`src/design/ccs_pkg.sv`:
```
`timescale 1ns / 1ps
package ccs_pkg;
	// sums hold MaxHits full-charge hits before they saturate
	localparam int MaxHits = 1024;
	localparam int QsumW = $clog2(MaxHits) + 16;
	localparam int WsumW = QsumW + 16;
	localparam int ScoreW = 24;
	localparam int WquoW = 17;          // weight quotient, up to 1.0 in Q0.16
	localparam int FquoW = ScoreW + 1;  // score quotient plus an overflow bit
	localparam logic [1:0] REG_CONE_EDGE = 2'd0;
	localparam logic [1:0] REG_INNER = 2'd1;
	localparam logic [1:0] REG_OUTER = 2'd2;
	localparam logic [1:0] REG_BASE = 2'd3;

	// controller -> datapath
	typedef struct packed {
		logic load;       // capture hit, start weight division
		logic div_step;   // one quotient bit
		logic accum;      // add weighted charge into sums
		logic fin_start;  // start final division
		logic fin_step;
		logic clear;      // clear sums, latch result
	} ccs_cmd_t;
endpackage

```
`src/design/ccs_datapath.sv`:
```
`timescale 1ns / 1ps
module ccs_datapath
	import ccs_pkg::*;
(
	input  logic                clk,
	input  logic                arst_n,
	input  ccs_cmd_t            cmd,
	input  logic [16:0]         hit_angle,
	input  logic [15:0]         hit_charge,
	input  logic                counted,
	input  logic [15:0]         cone_edge,
	input  logic [14:0]         inner_width,
	input  logic [14:0]         outer_width,
	input  logic [15:0]         base_score,
	output logic [ScoreW-1:0]   score,
	output logic                no_charge
);
	localparam logic [16:0] InnerFloor = 17'd49152;  // 0.75 in Q0.16

	// weight division: dividend w^2*scale + den/2 is 47 bits, den is 35 bits
	logic [15:0] charge_q;
	logic        count_q;
	logic        inside_q;
	logic [34:0] den_q;
	logic [34:0] rem_q;
	logic [WquoW-1:0] quo_q;  // dividend bits shift out on top, quotient bits in below
	logic [WsumW-1:0] wsum_q;
	logic [QsumW-1:0] qsum_q;
	logic [QsumW+7:0] frem_q;
	logic [FquoW-1:0] fquo_q;

	logic signed [17:0] d;
	logic [16:0] absd;
	logic [14:0] w;
	logic [29:0] w2;
	logic [33:0] d2;
	logic [34:0] den;
	logic [46:0] wdvd;
	logic [35:0] trial;
	logic [16:0] weight;
	logic [32:0] prod;
	logic [WsumW:0] wsum_n;
	logic [QsumW:0] qsum_n;
	logic [QsumW+7:0] fden;
	logic [WsumW+15:0] fprod;
	logic [WsumW+16:0] fdvd;
	logic [QsumW+8:0] ftrial;

	always_comb begin
		d = $signed({hit_angle[16], hit_angle}) - $signed({2'b00, cone_edge});
		absd = (d <= 0) ? 17'(-d) : 17'(d);
		w = (d <= 0) ? inner_width : outer_width;
		if (w == '0) w = 15'd1;
		w2 = w * w;
		d2 = absd * absd;
		den = 35'(w2) + 35'(d2);
		// scale is 2^14 inside the cone, 2^16 outside
		wdvd = (d <= 0) ? {3'd0, w2, 14'd0} : {1'b0, w2, 16'd0};
		wdvd = wdvd + 47'(den >> 1);
		trial = {rem_q, quo_q[WquoW-1]};
		weight = inside_q ? 17'(InnerFloor + quo_q) : quo_q;
		prod = charge_q * weight;
		wsum_n = {1'b0, wsum_q} + (WsumW+1)'(prod);
		qsum_n = {1'b0, qsum_q} + (QsumW+1)'(charge_q);
		// score = (base*wsum + den/2) / den, den = qsum*256
		fden = {qsum_q, 8'd0};
		fprod = base_score * wsum_q;
		fdvd = {1'b0, fprod} + (WsumW+17)'({qsum_q, 7'd0});
		ftrial = {frem_q, fquo_q[FquoW-1]};
	end

	always_ff @(posedge clk or negedge arst_n) begin
		if (!arst_n) begin
			charge_q <= '0;
			count_q <= 1'b0;
			inside_q <= 1'b0;
			den_q <= '0;
			rem_q <= '0;
			quo_q <= '0;
			wsum_q <= '0;
			qsum_q <= '0;
			frem_q <= '0;
			fquo_q <= '0;
			score <= '0;
			no_charge <= 1'b0;
		end else begin
			if (cmd.load) begin
				charge_q <= hit_charge;
				count_q <= counted;
				inside_q <= (d <= 0);
				den_q <= den;
				// quotient fits in WquoW bits, so the top bits start below den
				rem_q <= 35'(wdvd[46:WquoW]);
				quo_q <= wdvd[WquoW-1:0];
			end else if (cmd.div_step) begin
				if (trial >= {1'b0, den_q}) begin
					rem_q <= 35'(trial - {1'b0, den_q});
					quo_q <= {quo_q[WquoW-2:0], 1'b1};
				end else begin
					rem_q <= trial[34:0];
					quo_q <= {quo_q[WquoW-2:0], 1'b0};
				end
			end
			if (cmd.clear) begin
				wsum_q <= '0;
				qsum_q <= '0;
			end else if (cmd.accum && count_q) begin
				wsum_q <= wsum_n[WsumW] ? '1 : wsum_n[WsumW-1:0];
				qsum_q <= qsum_n[QsumW] ? '1 : qsum_n[QsumW-1:0];
			end
			if (cmd.fin_start) begin
				frem_q <= fdvd[WsumW+16:FquoW];
				fquo_q <= fdvd[FquoW-1:0];
			end else if (cmd.fin_step) begin
				if (ftrial >= {1'b0, fden}) begin
					frem_q <= (QsumW+8)'(ftrial - {1'b0, fden});
					fquo_q <= {fquo_q[FquoW-2:0], 1'b1};
				end else begin
					frem_q <= ftrial[QsumW+7:0];
					fquo_q <= {fquo_q[FquoW-2:0], 1'b0};
				end
			end
			if (cmd.clear) begin
				no_charge <= (qsum_q == '0);
				score <= (qsum_q == '0) ? '0 :
					((fquo_q[FquoW-1:ScoreW] != '0) ? '1 : fquo_q[ScoreW-1:0]);
			end
		end
	end
endmodule

```
`src/design/ccs_ctrl.sv`:
```
`timescale 1ns / 1ps
module ccs_ctrl
	import ccs_pkg::*;
(
	input  logic     clk,
	input  logic     arst_n,
	input  logic     in_fire,
	input  logic     in_last,
	input  logic     out_taken,
	output logic     in_ready,
	output logic     out_valid,
	output ccs_cmd_t cmd
);
	typedef enum logic [2:0] {IDLE, WDIV, ACC, FLOAD, FDIV, DONE} state_t;
	state_t state_q;
	logic [4:0] cnt_q;
	logic last_q;
	logic res_free;

	always_comb begin
		// output register can take a new result this cycle
		res_free = !out_valid || out_taken;
		cmd = '0;
		cmd.load = in_fire;
		cmd.div_step = (state_q == WDIV);
		cmd.accum = (state_q == ACC);
		cmd.fin_start = (state_q == FLOAD);
		cmd.fin_step = (state_q == FDIV);
		cmd.clear = (state_q == DONE) && res_free;
		in_ready = (state_q == IDLE);
	end

	always_ff @(posedge clk or negedge arst_n) begin
		if (!arst_n) begin
			state_q <= IDLE;
			cnt_q <= '0;
			last_q <= 1'b0;
			out_valid <= 1'b0;
		end else begin
			if (cmd.clear) out_valid <= 1'b1;
			else if (out_taken) out_valid <= 1'b0;
			case (state_q)
				IDLE: if (in_fire) begin
					state_q <= WDIV;
					cnt_q <= 5'(WquoW - 1);
					last_q <= in_last;
				end
				WDIV: begin
					if (cnt_q == 5'd0) state_q <= ACC;
					else cnt_q <= cnt_q - 5'd1;
				end
				ACC: begin
					state_q <= last_q ? FLOAD : IDLE;
				end
				FLOAD: begin
					state_q <= FDIV;
					cnt_q <= 5'(FquoW - 1);
				end
				FDIV: begin
					if (cnt_q == 5'd0) state_q <= DONE;
					else cnt_q <= cnt_q - 5'd1;
				end
				DONE: begin
					if (res_free) state_q <= IDLE;
				end
				default: state_q <= IDLE;
			endcase
		end
	end
endmodule

```
`src/design/cone_charge_score.sv`:
```
`timescale 1ns / 1ps
// Hits: one hit is taken at a time (load, 17-step weight divider, accumulate, idle).
// An end-of-event hit holds the input until its result is latched; its result beat is valid
// once the added 25-step score divider and the result latch are done.
// A result still waiting on m_tready stalls the next event's result and the input with it.
// Reset: arst_n asynchronous active low; registers go to defaults,
// sums clear after each event result.
module cone_charge_score
	import ccs_pkg::*;
(
	input  logic        clk,
	input  logic        arst_n,
	input  logic        s_tvalid,
	output logic        s_tready,
	input  logic [39:0] s_tdata,  // hit_angle[16:0], hit_charge[32:17], zero fill
	input  logic [1:0]  s_tuser,  // hit_selected, is_tube_hit
	input  logic        s_tlast,  // end_of_event
	output logic        m_tvalid,
	input  logic        m_tready,
	output logic [23:0] m_tdata,  // score
	output logic        m_tuser,  // no_charge
	input  logic        cfg_we,
	input  logic [1:0]  cfg_addr,
	input  logic [15:0] cfg_wdata
);
	logic [15:0] cone_edge_q, base_q;
	logic [14:0] inner_q, outer_q;
	ccs_cmd_t cmd;
	logic in_fire;

	assign in_fire = s_tvalid && s_tready;

	always_ff @(posedge clk or negedge arst_n) begin
		if (!arst_n) begin
			cone_edge_q <= 16'd10752;
			inner_q <= 15'd5376;
			outer_q <= 15'd768;
			base_q <= 16'd100;
		end else if (cfg_we) begin
			case (cfg_addr)
				REG_CONE_EDGE: cone_edge_q <= cfg_wdata;
				REG_INNER:     inner_q <= cfg_wdata[14:0];
				REG_OUTER:     outer_q <= cfg_wdata[14:0];
				REG_BASE:      base_q <= cfg_wdata;
				default: ;
			endcase
		end
	end

	ccs_ctrl u_ctrl (
		.clk, .arst_n, .in_fire, .in_last(s_tlast),
		.out_taken(m_tvalid && m_tready), .in_ready(s_tready),
		.out_valid(m_tvalid), .cmd
	);

	ccs_datapath u_dp (
		.clk, .arst_n, .cmd, .hit_angle(s_tdata[16:0]), .hit_charge(s_tdata[32:17]),
		.counted(s_tuser[0] && s_tuser[1]),
		.cone_edge(cone_edge_q), .inner_width(inner_q), .outer_width(outer_q),
		.base_score(base_q), .score(m_tdata), .no_charge(m_tuser)
	);
endmodule

```
`config.mk`:
```
export PLATFORM = sky130hd
export DESIGN_NAME = cone_charge_score
export DESIGN_NICKNAME = d
export VERILOG_FILES = /design/src/design/ccs_pkg.sv /design/src/design/ccs_datapath.sv /design/src/design/ccs_ctrl.sv /design/src/design/cone_charge_score.sv
export SDC_FILE = /design/constraint.sdc
export NUM_CORES = 2
export LEC_CHECK = 0
export BUFFER_PORTS_ARGS = -buffer_cell sky130_fd_sc_hd__buf_2
export CAP_MARGIN = 20
export CORE_MARGIN = 2
export CORE_UTILIZATION = 45
export CTS_CLUSTER_DIAMETER = 150
export DETAILED_ROUTE_END_ITERATION = 6
export HOLD_SLACK_MARGIN = 0.06
export PLACE_DENSITY = 0.58
export SETUP_SLACK_MARGIN = 0.5
export SYNTH_ARGS = -nofsm -noshare
export SYNTH_HDL_FRONTEND = slang
export SYNTH_SLANG_ARGS = --single-unit
```
`constraint.sdc`:
```
create_clock -name clk -period 25.6 [get_ports clk]
set_input_delay 5.12 -clock clk [delete_from_list [all_inputs] [get_ports clk]]
set_output_delay 5.12 -clock clk [all_outputs]
set_load 0.05 [all_outputs]
```
* Yosys cells after proc, flatten, opt, wreduce, memory -nomap -nowiden
Index checks and enable logic that the tools add are counted.
** Cells by class
- Magnitude comparators :: 3
- $mul :: 4
- Eq/ne operators :: 13
- Mux-type cells :: 36
- $add $sub $neg :: 11
- Reduce and logical (&&, ||, !) cells :: 25
** Operators by type and width (number)
- two-way mux 42 bit :: 3
- two-way mux 35 bit :: 3
- two-way mux 34 bit :: 3
- two-way mux 26 bit :: 3
- two-way mux 17 bit :: 4
- adder 58 x 33 -> 59 bit :: 1
- multiplier 16 x 42 -> 58 bit :: 1
- two-way mux 25 bit :: 2
- two-way mux 24 bit :: 2
- adder 47 x 34 -> 47 bit :: 1
- two-way mux 46 bit :: 1
- adder 42 x 33 -> 43 bit :: 1
- greater-or-equal comparator 36 x 35 -> 1 bit :: 1
- adder 30 x 34 -> 35 bit :: 1
- greater-or-equal comparator 35 x 34 -> 1 bit :: 1
- subtractor 35 bit :: 1
- multiplier 17 x 17 -> 34 bit :: 1
- subtractor 34 bit :: 1
- multiplier 16 x 17 -> 33 bit :: 1
- multiplier 15 x 15 -> 30 bit :: 1
- two-way mux 15 bit :: 2
- adder 26 x 16 -> 27 bit :: 1
- logical NOT 26 bit :: 1
- less-or-equal comparator 18 x 1 -> 1 bit (second input constant) :: 1
- other kinds (30) :: 54
** Storage, ports and cells
- Bits of input ports :: 66
- Output and inout port bits :: 27
- Register bits after elaboration :: 329
- Word-level logic and storage cells :: 112

* Depth between registers and ports, before layout
- Depth after elaboration :: 9
- Gate-level depth with buffers :: 69
- Gate-level depth less buffers :: 64

* Hierarchy
A second synthesis with hierarchy kept.
** Unflattened totals
- Cells, all modules :: 7551
- Area, all modules :: 66810.3 um^2
** Modules (own cells, without submodules)
- ccs_datapath :: area each 63809.9 um^2, sequential area each 6431.2 um^2, instances 1, cells an instance 7351
- cone_charge_score :: area each 2376.0 um^2, sequential area each 1565.3 um^2, instances 1, cells an instance 135
- ccs_ctrl :: area each 624.3 um^2, sequential area each 250.2 um^2, instances 1, cells an instance 65

* Worst setup path before layout
Ideal clock, no wire load.
- Path type :: input to register
- From :: input port s_tdata[0]
- To :: register u_dp.rem_q[16]
- Arrival :: 20.112 ns
- Buffers on the path :: 5
- Stages on the path :: 68
- Required time :: 25.467 ns
- Library setup time :: 0.133 ns
- Slack :: 5.354 ns
- Path through :: inv_1 > ha_1 > fa_1 > nand2b_1 > a21o_1 > o2bb2ai_1 > xnor2_1 > o32ai_4 > or4b_4 > o41ai_2 > buf_6 > buf_4 > buf_4 > mux2_2 > clkbuf_1 > inv_1 > nor2_1 > fa_1 > [32 not listed] > nor2b_1 > o21ai_0 > nand2b_1 > a21o_1 > a21oi_1 > xnor2_1 > ha_1 > a21o_1 > a21oi_1 > inv_1 > a31o_2 > a41oi_1 > o31a_1 > o31a_1 > nand2_1 > a31o_2 > xnor2_1 > o21ai_0
** On the way
- Cells in the longest elaborated chain, start to end :: 9
- Elaborated cells on any way between the ends :: 13
- Classes of those cells :: add/sub (4); mul (2); order compare (1); mux (5); reduce/logical (1)
** Ends and longest elaborated chain
- from (decl) :: line cone_charge_score.sv:15 : input logic [39:0] s_tdata,
- subtractor 17 x 17 -> 18 bit (*) :: line ccs_datapath.sv:50 : d = $signed({hit_angle[16], hit_angle}) - $signed({2'b00, cone_edge});
- less-or-equal comparator 18 x 1 -> 1 bit :: line ccs_datapath.sv:51, ccs_datapath.sv:52
- two-way mux 15 bit :: line ccs_datapath.sv:52 : w = (d <= 0) ? inner_width : outer_width;
- logical NOT 15 bit :: line ccs_datapath.sv:53 : if (w == '0) w = 15'd1;
- two-way mux 15 bit :: line ccs_datapath.sv:53
- multiplier 15 x 15 -> 30 bit :: line ccs_datapath.sv:54 : w2 = w * w;
- adder 30 x 34 -> 35 bit (*) :: line ccs_datapath.sv:56 : den = 35'(w2) + 35'(d2);
- named net u_dp.den[24] :: line ccs_datapath.sv:37 : logic [34:0] den;
- adder 47 x 34 -> 47 bit (*) :: line ccs_datapath.sv:59 : wdvd = wdvd + 47'(den >> 1);
- two-way mux 35 bit (*) :: line ccs_datapath.sv:87 : if (cmd.load) begin
- to (signal assigned) :: line ccs_datapath.sv:93 : rem_q <= 35'(wdvd[46:WquoW]);
- to (signal assigned) :: line ccs_datapath.sv:97 : rem_q <= 35'(trial - {1'b0, den_q});
- to (signal assigned) :: line ccs_datapath.sv:100 : rem_q <= trial[34:0];
- to (decl) :: line ccs_datapath.sv:25 : logic [34:0] rem_q;
Mark *: on every way through the listed nets, which the timed path passes. The rest lies on a longest branch.
A chain may end at the register's enable or synchronous reset.

* Worst setup path after layout
- From :: input port s_tdata[0]
- To :: register u_dp.rem_q[29]
Same word-level chain as after synthesis.

==> metrics.md <==
| Metric | Value |
|---|---|
| RSZ-0062 raised after global routing | `false` |
| Seq/Total Area, Yosys | `0.124` |
| Setup crit end kind | `register` |
| Status | `finished, final reports clean` |
| H-tree levels | `2` |
| Largest net degree at the start of global routing | `89` |
| Final Hold Viols | `0` |
| FF-to-FF setup slack | `roughly 7.9 ns` |
| Post-synthesis compound-gate area fraction | `0.106` |
| FF/Latch Area | `between 8000 and 9000 um^2` |
| Chip width | `388 um` |
| Core area | `~150000 um^2` |
| Detail Placement HPWL | `between 100000 and 150000 um` |
| Setup CP Type | `in2reg` |
| Total wire length | `180000 um` |
| # DRC | `0` |
| Sink Count | `around 330` |
| Post-Synth Adder-Cell Area | `0.467` |
| GRT Util Overall | `0.244` |
| Global-route wire length before repair | `between 200000 and 300000 um` |
| Post-cts sizing count | `0` |
| Post-synth EDFFs | `0` |
| DRT antenna net count | `0` |
| Slowest cell delay on critical path | `between 0.7 and 0.8 ns` |
| Multi-input combinational cell area | `around 51000 um^2` |
| Die height | `about 390 um` |
| # IOs | `between 90 and 100` |
| Largest family of logic cells by synthesized area | `adder cells` |
| Mapped Nets | `~9.4k` |
| Post-Synth XOR/XNOR Area | `0.0353` |
| Insertion delay to the later sink of the worst-skew pair | `between 0.6 and 0.7 ns` |
| Rel. slew slack | `0.307` |
| CTS Buffer Depth | `3` |
| Asr flop ratio synth | `1.00` |
| Period utilization | `0.856` |
| Critical Path RT | `26.10 ns` |
| Count of cell types in the netlist | `87` |
| Vias in the first global route | `52.6k` |
| Slew Limit Fails | `0` |
| Mux cell area share after synthesis | `0.0160` |
| Slowest cell on crit path | `a2111oi_0` |
| Vias after detailed routing | `roughly 50k` |
| Num CTS Buffers | `44` |
| Setup Viol. Count Final | `0` |
| GP Congestion | `a little over 0.9` |
| CTS Hold Buffers Added | `0` |
| DRT iter0 DRCs | `between 3k and 4k` |
| Setup TNS | `0 ns` |
| Fmax | `45.6 MHz` |
| Post-synthesis simple-gate area fraction | `0.145` |
| Syn avg cell area | `8.73 um^2` |
| Clock Skew | `around 0.027 ns` |
| Initial antenna violation count | `5` |
| Layout cells sized above 1 | `0.0538` |
| Postcts setup bufs | `0` |
| Root buf cell | `clkbuf_16` |
| Slew @ Worst Pin | `about 1.0 ns` |
| Row Count | `140` |
| Initial Util | `0.454` |
| Max_cap viols | `0` |
| DR pass1 iterations | `5` |
| Most common flop cell mapped by yosys | `dfrtp_1` |
| #FFs+latches synth | `between 300 and 400` |
| DR WL/cell | `about 19 um` |
| Synthesized cell area | `roughly 66000 um^2` |
| Crit path time final | `around 22 ns` |
| Final global-route overflow total | `0` |
| Nets@finish | `slightly above 9k` |
| Startpoint types | `input port` |
| Synth Warn # | `0` |
| DIE AREA | `150000 um^2` |
| Reg clk slew, reported paths | `about 0.06 ns` |
| WP data arrival | `~22 ns` |
| CP max FO | `56` |
| Area Growth Syn to Fin | `5.62%` |
| Filler cell count | `14.2k` |
| Buffers on Ports | `85` |
| HP Class | `reg2reg` |
| Vias/cell | `approximately 5.4` |
| Most frequent CP cell | `fa_1` |
| Cells after synthesis | `roughly 7.6k` |
| CTS tree | `built` |
[logic make-up after synthesis]
group	Yosys count
xor gates and xnor gates	266
adders and majority gates	1757
muxes	97
and+or+nand+nor	2161
AOI/OAI and AO/OA	1094
DFF	329
buffers and inverters	1885
[state kept, by name, indices dropped and copies added, names as in the netlist, 16 cells and up]
name           count
u_dp.quo_q        17
u_dp.rem_q        35
u_dp.fquo_q       25
u_dp.frem_q       34
u_dp.den_q        35
u_dp.qsum_q       26
cone_edge_q       16
base_q            16
u_dp.charge_q     16
u_dp.wsum_q       42
u_dp.score        24
[cell usage in the layout (no fill, tap or decap), types with 84 or more instances in the layout]
cell type,synthesis,routed
xnor2_1,154,154
a21oi_1,276,276
nand2_1,1145,1144
xor2_1,111,109
a21o_1,148,148
fa_1,1189,1189
and2_1,287,285
buf_4,2,84
o21ai_0,235,234
ha_1,567,567
dfrtp_1,318,315
a31oi_1,96,95
inv_1,1516,1516
buf_2,4,84
nor2_1,392,392
[synthesized netlist by cell type, drive strengths merged, types with 29 or more instances]
cell,number,area share
nand2,1145,0.065
nor2b,32,0.0030
o21bai,29,0.0033
mux2,69,0.012
a31oi,96,0.0091
fa,1189,0.36
a211oi,43,0.0049
and2,287,0.027
xor2,112,0.015
nor2,392,0.022
a21oi,277,0.021
dfrtp,318,0.12
nand2b,53,0.0051
o21ai,240,0.018
nand3,69,0.0052
ha,567,0.11
a21o,148,0.017
xnor2,154,0.020
o211ai,60,0.0068
nor3,53,0.0041
clkbuf,344,0.019
inv,1518,0.086
[routing by layer]
metal	up-vias	routed length, um	global-route usage
li1	23300	-	-
met1	25700	77200	0.326
met2	1187	89000	0.424
met3	250	8750	0.0244
met4	2	4740	0.0612
met5	-	14	0
[layout make-up]
type	count	share of cell area
multi-input combinational	5375	0.729
clock inverter	25	0.00436
sequential	329	0.118
clock buffer	55	0.0176
antenna	2	0.0000715
tap	1917	0.0343
timing repair buffer	170	0.0154
inverter	1523	0.0817
[critical path, delay by kind of cell]
family	cells	cell delay (ns)
xor+xnor	2	0.60
fa+ha+maj	17	7.69
simple gates	9	1.48
compound gates	22	5.42
buf+inv	13	1.74
mux	1	0.26
[through the flow]
stage / utilization / worst slack [ns] / area, um^2 / std cells / hold WS, ns
2_1_floorplan: - / 5.35 / 66300 / 7589 / 0.446
3_3_place_gp: 0.469 / 3.38 / 68400 / 9312 / 0.456
3_5_place_dp: 0.469 / 3.20 / 68400 / 9313 / 0.465
4_1_cts: 0.479 / 3.81 / 70000 / 9393 / 0.478
5_1_grt: 0.480 / 2.88 / 70000 / 9396 / 0.515
6_report: 0.480 / 3.69 / 70000 / 9396 / 0.477
[path summary, 6_finish.rpt]
path / startpoint / cells after the start / end
worst max-delay path: s_tdata[0] / 64 / u_dp.rem_q[29]
max in group asynchronous: arst_n / 3 / inner_q[0]
min in group asynchronous: arst_n / 1 / u_dp.score[19]
worst min-delay path: u_dp.score[19] / 2 / u_dp.score[19]
worst max register to register: cone_edge_q[0] / 62 / u_dp.rem_q[29]
worst min register to register: u_dp.score[19] / 2 / u_dp.score[19]
Power is left out: the tool's default activity adds up to more than one toggle a clock period on the data nets, which glitch-free logic cannot reach.
